File: src/rtl/core/rpn_pkg.sv
// Shared types, codes and a helper function for the RPN stack calculator.
package rpn_pkg;

   typedef enum logic [2:0] {
      KIND_PUSH    = 3'd0,
      KIND_ADD     = 3'd1,
      KIND_SUB     = 3'd2,
      KIND_MUL     = 3'd3,
      KIND_DIV     = 3'd4,
      KIND_MOD     = 3'd5,
      KIND_PRINT   = 3'd6,
      KIND_UNKNOWN = 3'd7
   } kind_type;

   typedef enum logic [3:0] {
      ST_IDLE, ST_POP_R, ST_CAP_R, ST_POP_L, ST_CAP_L, ST_EXEC,
      ST_MUL_FIN, ST_DIV_RUN, ST_DIV_FIN, ST_PUSH, ST_RESP
   } state_type;

   localparam int DIV_BITS = 49;   // dividend width of the shared divider
   localparam int DVS_BITS = 33;   // divisor width

   typedef struct packed {
      kind_type op;
      logic     accept;
      logic     pop;
      logic     cap_r;
      logic     cap_l;
      logic     exec;
      logic     mul_fin;
      logic     div_step;
      logic     div_fin;
      logic     push;
      logic     set_dbz;
   } cmd_type;

   typedef struct packed {
      logic rhs_zero;
      logic div_last;
   } status_type;

   // Saturate a sign and magnitude into signed 32-bit.
   function automatic logic [31:0] pack_sat(input logic neg,
                                            input logic [DIV_BITS-1:0] mag);
      logic [31:0] r;
      if (neg) begin
         if (mag > DIV_BITS'(64'h8000_0000)) r = 32'h8000_0000;
         else                                 r = 32'd0 - mag[31:0];
      end else begin
         if (mag > DIV_BITS'(64'h7FFF_FFFF)) r = 32'h7FFF_FFFF;
         else                                 r = mag[31:0];
      end
      return r;
   endfunction

endpackage

File: src/rtl/core/rpn_ctrl.sv
// Sequencing state machine of the RPN stack calculator.
module rpn_ctrl (
   input  logic                clock,
   input  logic                reset,
   input  logic                req_valid,
   output logic                req_ready,
   input  logic [2:0]          req_kind,
   output logic                rsp_valid,
   input  logic                rsp_ready,
   input  rpn_pkg::status_type status,
   output rpn_pkg::cmd_type    cmd
);
   import rpn_pkg::*;

   state_type state_ff, state_in;
   kind_type  kind_ff, kind_in, kind_cur;
   logic      divmod;

   assign kind_cur = (state_ff == ST_IDLE) ? kind_type'(req_kind) : kind_ff;
   assign divmod   = (kind_ff == KIND_DIV) || (kind_ff == KIND_MOD);
   assign kind_in  = (state_ff == ST_IDLE && req_valid) ? kind_type'(req_kind) : kind_ff;

   always_ff @(posedge clock) begin
      kind_ff <= kind_in;
      if (reset) state_ff <= ST_IDLE;
      else       state_ff <= state_in;
   end

   always_comb begin
      state_in = state_ff;
      unique case (state_ff)
         ST_IDLE: begin
            if (req_valid) begin
               priority case (kind_type'(req_kind))
                  KIND_PUSH:    state_in = ST_PUSH;
                  KIND_UNKNOWN: state_in = ST_RESP;
                  default:      state_in = ST_POP_R;
               endcase
            end
         end
         ST_POP_R: state_in = ST_CAP_R;
         ST_CAP_R: state_in = (kind_ff == KIND_PRINT) ? ST_RESP : ST_POP_L;
         ST_POP_L: state_in = (divmod && status.rhs_zero) ? ST_RESP : ST_CAP_L;
         ST_CAP_L: state_in = ST_EXEC;
         ST_EXEC: begin
            if (divmod)                 state_in = ST_DIV_RUN;
            else if (kind_ff == KIND_MUL) state_in = ST_MUL_FIN;
            else                        state_in = ST_PUSH;
         end
         ST_MUL_FIN: state_in = ST_PUSH;
         ST_DIV_RUN: if (status.div_last) state_in = ST_DIV_FIN;
         ST_DIV_FIN: state_in = ST_PUSH;
         ST_PUSH:    state_in = ST_RESP;
         ST_RESP:    if (rsp_ready) state_in = ST_IDLE;
         default:    state_in = ST_IDLE;
      endcase
   end

   always_comb begin
      cmd          = '0;
      cmd.op       = kind_cur;
      cmd.accept   = (state_ff == ST_IDLE) && req_valid;
      cmd.pop      = (state_ff == ST_POP_R) ||
                     ((state_ff == ST_POP_L) && !(divmod && status.rhs_zero));
      cmd.set_dbz  = (state_ff == ST_POP_L) && divmod && status.rhs_zero;
      cmd.cap_r    = (state_ff == ST_CAP_R);
      cmd.cap_l    = (state_ff == ST_CAP_L);
      cmd.exec     = (state_ff == ST_EXEC);
      cmd.mul_fin  = (state_ff == ST_MUL_FIN);
      cmd.div_step = (state_ff == ST_DIV_RUN);
      cmd.div_fin  = (state_ff == ST_DIV_FIN);
      cmd.push     = (state_ff == ST_PUSH);
      req_ready    = (state_ff == ST_IDLE);
      rsp_valid    = (state_ff == ST_RESP);
   end

endmodule

File: config.mk
export PLATFORM = sky130hd
export DESIGN_NAME = rpn_ctrl
export DESIGN_NICKNAME = d
export VERILOG_FILES = /design/src/rtl/core/rpn_pkg.sv /design/src/rtl/core/rpn_ctrl.sv
export SDC_FILE = /design/constraint.sdc
export NUM_CORES = 1
export LEC_CHECK = 0
export BUFFER_PORTS_ARGS = -buffer_cell sky130_fd_sc_hd__buf_2
export CORE_MARGIN = 3
export CORE_UTILIZATION = 40
export DETAILED_ROUTE_END_ITERATION = 8
export GPL_TIMING_DRIVEN = 1
export PLACE_DENSITY = 0.66
export REMOVE_ABC_BUFFERS = 1
export SYNTH_ARGS = -nofsm -noshare
export SYNTH_HDL_FRONTEND = slang
export SYNTH_SLANG_ARGS = --single-unit
File: constraint.sdc
create_clock -name clock -period 5.2 [get_ports clock]
set_clock_uncertainty 0.15 [all_clocks]
set_input_delay 0.26 -clock clock [delete_from_list [all_inputs] [get_ports clock]]
set_output_delay 0.26 -clock clock [all_outputs]
set_load 0.02 [all_outputs]
# After elaboration in Yosys (flattened, before gate mapping)
# Index checks and enable logic that the tools add are counted.
# totals
inputBits,9
elab_cells,42
ff_bits,7
# classes
muxes,10
eq_ne,18
reduce_logical,12
# ops
op,n
4-bit one-hot mux with 10 select lines,1
4-bit 2-to-1 mux,7
"4-bit by 3-bit == test with 1-bit output, second input constant",4
"3-bit == test, second input constant",4
"4-bit == test, second input constant",3
"4-bit by 2-bit == test with 1-bit output, second input constant",2
4-bit one-hot mux with 2 select lines,1
1-bit logical AND,5
"4-bit by 1-bit == test with 1-bit output, second input constant",1
4-bit logical NOT,1
"2-bit inequality test, second input constant",2
"3-bit by 2-bit == test with 1-bit output, second input constant",1
3-bit logical NOT,1
3-bit 2-to-1 mux,1
3-bit AND reduction,1
1-bit logical OR,2
"2-bit by 1-bit inequality test with 1-bit output, second input constant",1
2-bit OR reduction,1
1-bit logical NOT,1

# Depth between registers and ports, before layout
# depth
ltp_word,6
depth_mapped,5

# Worst setup path before layout
# OpenSTA, ideal clock, no wires.
# synth_path
path_kind,register to register
start,reg state_ff[1]
end,reg kind_ff[0] (enable)
synth_period_minus_slack_ns,1.997
required_ns,4.713
stages_incl_launch_ff,5
slack_ns,3.203
setup_ns,0.337
arrival_ns,1.510
path_cell_list,dfxtp_1 > or4_1 > buf_2 > inv_1 > and2_1
# synth_rtl
item,line_no,source
start: declaration,rpn_ctrl.sv:15,"state_type state_ff, state_in;"
start signal: assignment,rpn_ctrl.sv:26,else state_ff <= state_in;
end signal: assignment,rpn_ctrl.sv:24,kind_ff <= kind_in;
end: declaration,rpn_ctrl.sv:16,"kind_type kind_ff, kind_in, kind_cur;"

==> reports/qor.txt <==
CP Capture Type - primary output
largest net degree at the start of global routing - 18
cell area power density - 527.7 nW/µm²
DRT iter0 DRCs - 11
Fin Setup TNS - 0 ps
drt drc - 0
CTS tree - built
DP Area - 764.5 µm²
vias in the first global route - 657
CP max FO - 15
clock slew at reported path FFs - 50 ps
register bit count reported by yosys - 7
final max-slew violation count - 0
Post-CTS Repair Setup Buffers - 0
layout cells sized above 1 - 0.2818
Max VDD drop - 0.0003255 V
internal power - 0.2039 mW
Max Fclk - 422.2 MHz
Starting Density - 0.4633
Post-synth top flop - dfxtp_1
Async S/R FF share, synth - 0
port bufs - 23
Final Power - 0.4173 mW
Warnings, synthesis - 0
final setup fails - 0
Tmin final - 2369 ps
post-DR wirelength/cell - 14.40 µm
Clock Latency Late Sink - 250 ps
fin nets - 120
antenna violations before repair - 0
Synth cell types - 35
post-route cell area - 790.8 µm²
startpoint types - flop
Switching Fraction - 0.5114
routed vias - 728
clk root buf - clkbuf_4
mapped cell area - 655.6 µm²
P_leak - 0.3661 nW
first-pass GRT wire length - 3146 µm
CTS Buffer Depth - 2
Req. time, crit path - 4790 ps
Area Overhead vs Synth - 20.61%
n_diodes - 0
io pins - 24
Slew HR - 0.6748
CTS sink cnt - 7
Core Box Area - 1415 µm²
post-DP HPWL - 1372 µm
post-route setup slack - 2831 ps
Post-CTS Hold Buffers - 0
class of the worst hold path - primary input to flop
Final Cycle Share - 0.4555
Data arrival, critical path - 1960 ps
Num CTS Buffers - 3
die height - 46.49 µm
post-cts resize count - 0
number of iterations in the first detailed-routing pass - 4
row count - 13
Avg Cell Area, Syn - 7.450 µm²
Worst Max-Slew Pin Slew - 487.2 ps
Max Cap Viol - 0
Global Route Usage Sum - 0.2065
Syn Inst Count - 88
crit path kind - flop to primary output
logic gate share of total power - 0.606
Final ANT Viol Nets - 0
most frequent cells in the layout - buf_2, nand2_1, nor2_1
sequential share of the synthesized area - 0.2595
Die ar. - 2161 µm²
final wirelength - 1800 µm
commonest non-fill, non-tap cell in the layout - buf_2
Post-Place Worst Slack - 3108 ps
Vias/cell - 5.824
gr ovfl total - 0
H-Tree Depth - 1
FILL cells - 154
Psw - 0.2134 mW
status - finished clean
Chip Width - 46.49 µm
Post-synth EDFFs - 3
Flop pwr share - 0.281
Clk pwr share - 0.113
Final Wtd Congestion - 0.8250
final hold vios - 0
unrepaired setup endpoints after global routing - no
-- cell usage after synthesis, types with 4 or more instances --
cell type,number,share of area
a211oi_1,4,0.046
nor2_1,6,0.034
inv_1,4,0.023
dfxtp_1,4,0.12
buf_2,5,0.038
and3_1,4,0.038
nand2b_1,5,0.048
nand2_1,12,0.069
-- per-stage QoR --
step,util,cells,hold WS (ps)
after floorplan,-,83,179.1
after global placement,0.5402,121,333.3
after detailed placement,0.5402,121,344.9
after CTS,0.5588,125,77.16
after global routing,0.5588,125,100.8
final,0.5588,125,91.32
-- routing by layer --
| layer | vias up | track usage | wire length (µm) |
|---|---|---|---|
| li1 | 371 | - | - |
| met1 | 333 | 0.2944 | 829 |
| met2 | 22 | 0.3022 | 870 |
| met3 | 2 | 0.02344 | 91 |
| met4 | 0 | 0.1023 | 9 |
| met5 | - | 0 | 0 |
-- cells by family (layout without fill, tap and decap cells) --
family / count (synthesis) / count (layout) / synth area share
buffers and inverters: 9 / 31 / 0.06106
DFF: 7 / 7 / 0.2596
and+or+nand+nor: 47 / 47 / 0.4122
AOI/OAI and AO/OA: 25 / 25 / 0.2672
-- power by group through the flow --
stage	registers, mW	clock network (mW)	logic [mW]
after floorplan	0.104	0	0.187
after detailed placement	0.117	0	0.253
final	0.117	0.0472	0.253
after CTS	0.116	0.0502	0.254
after global routing	0.123	0.0544	0.281
after global placement	0.116	0	0.251
-- critical path, cell delays in order (launching register included) --
cell and delay [ps]:
dfxtp_1 450, or4_1 690, inv_1 160, and2_1 220, buf_2 190
-- worst paths after layout --
check,from,end,depth (start not counted),slack [ps]
worst min register to register,state_ff[3],state_ff[0],1,610
worst max register to register,state_ff[1],kind_ff[1],3,3220
worst max-delay path,state_ff[1],cmd[9],4,2830
worst min-delay path,reset,state_ff[2],2,90
-- area by class of cell --
class                   instances  area (µm²)  share of cell area
multi-input cells              72       445.4              0.5633
flip-flops and latches          7       170.2              0.2152
repair buffers                 23       115.1              0.1456
clock buffers                   4       26.28             0.03323
well taps                      15       18.77             0.02373
inverters                       4       15.01             0.01899
-- registers in the layout (all words and copies together), names as in the netlist --
| signal | cells |
|---|---|
| kind_ff | 3 |
| state_ff | 4 |
Power figures use the tool's default switching activity.
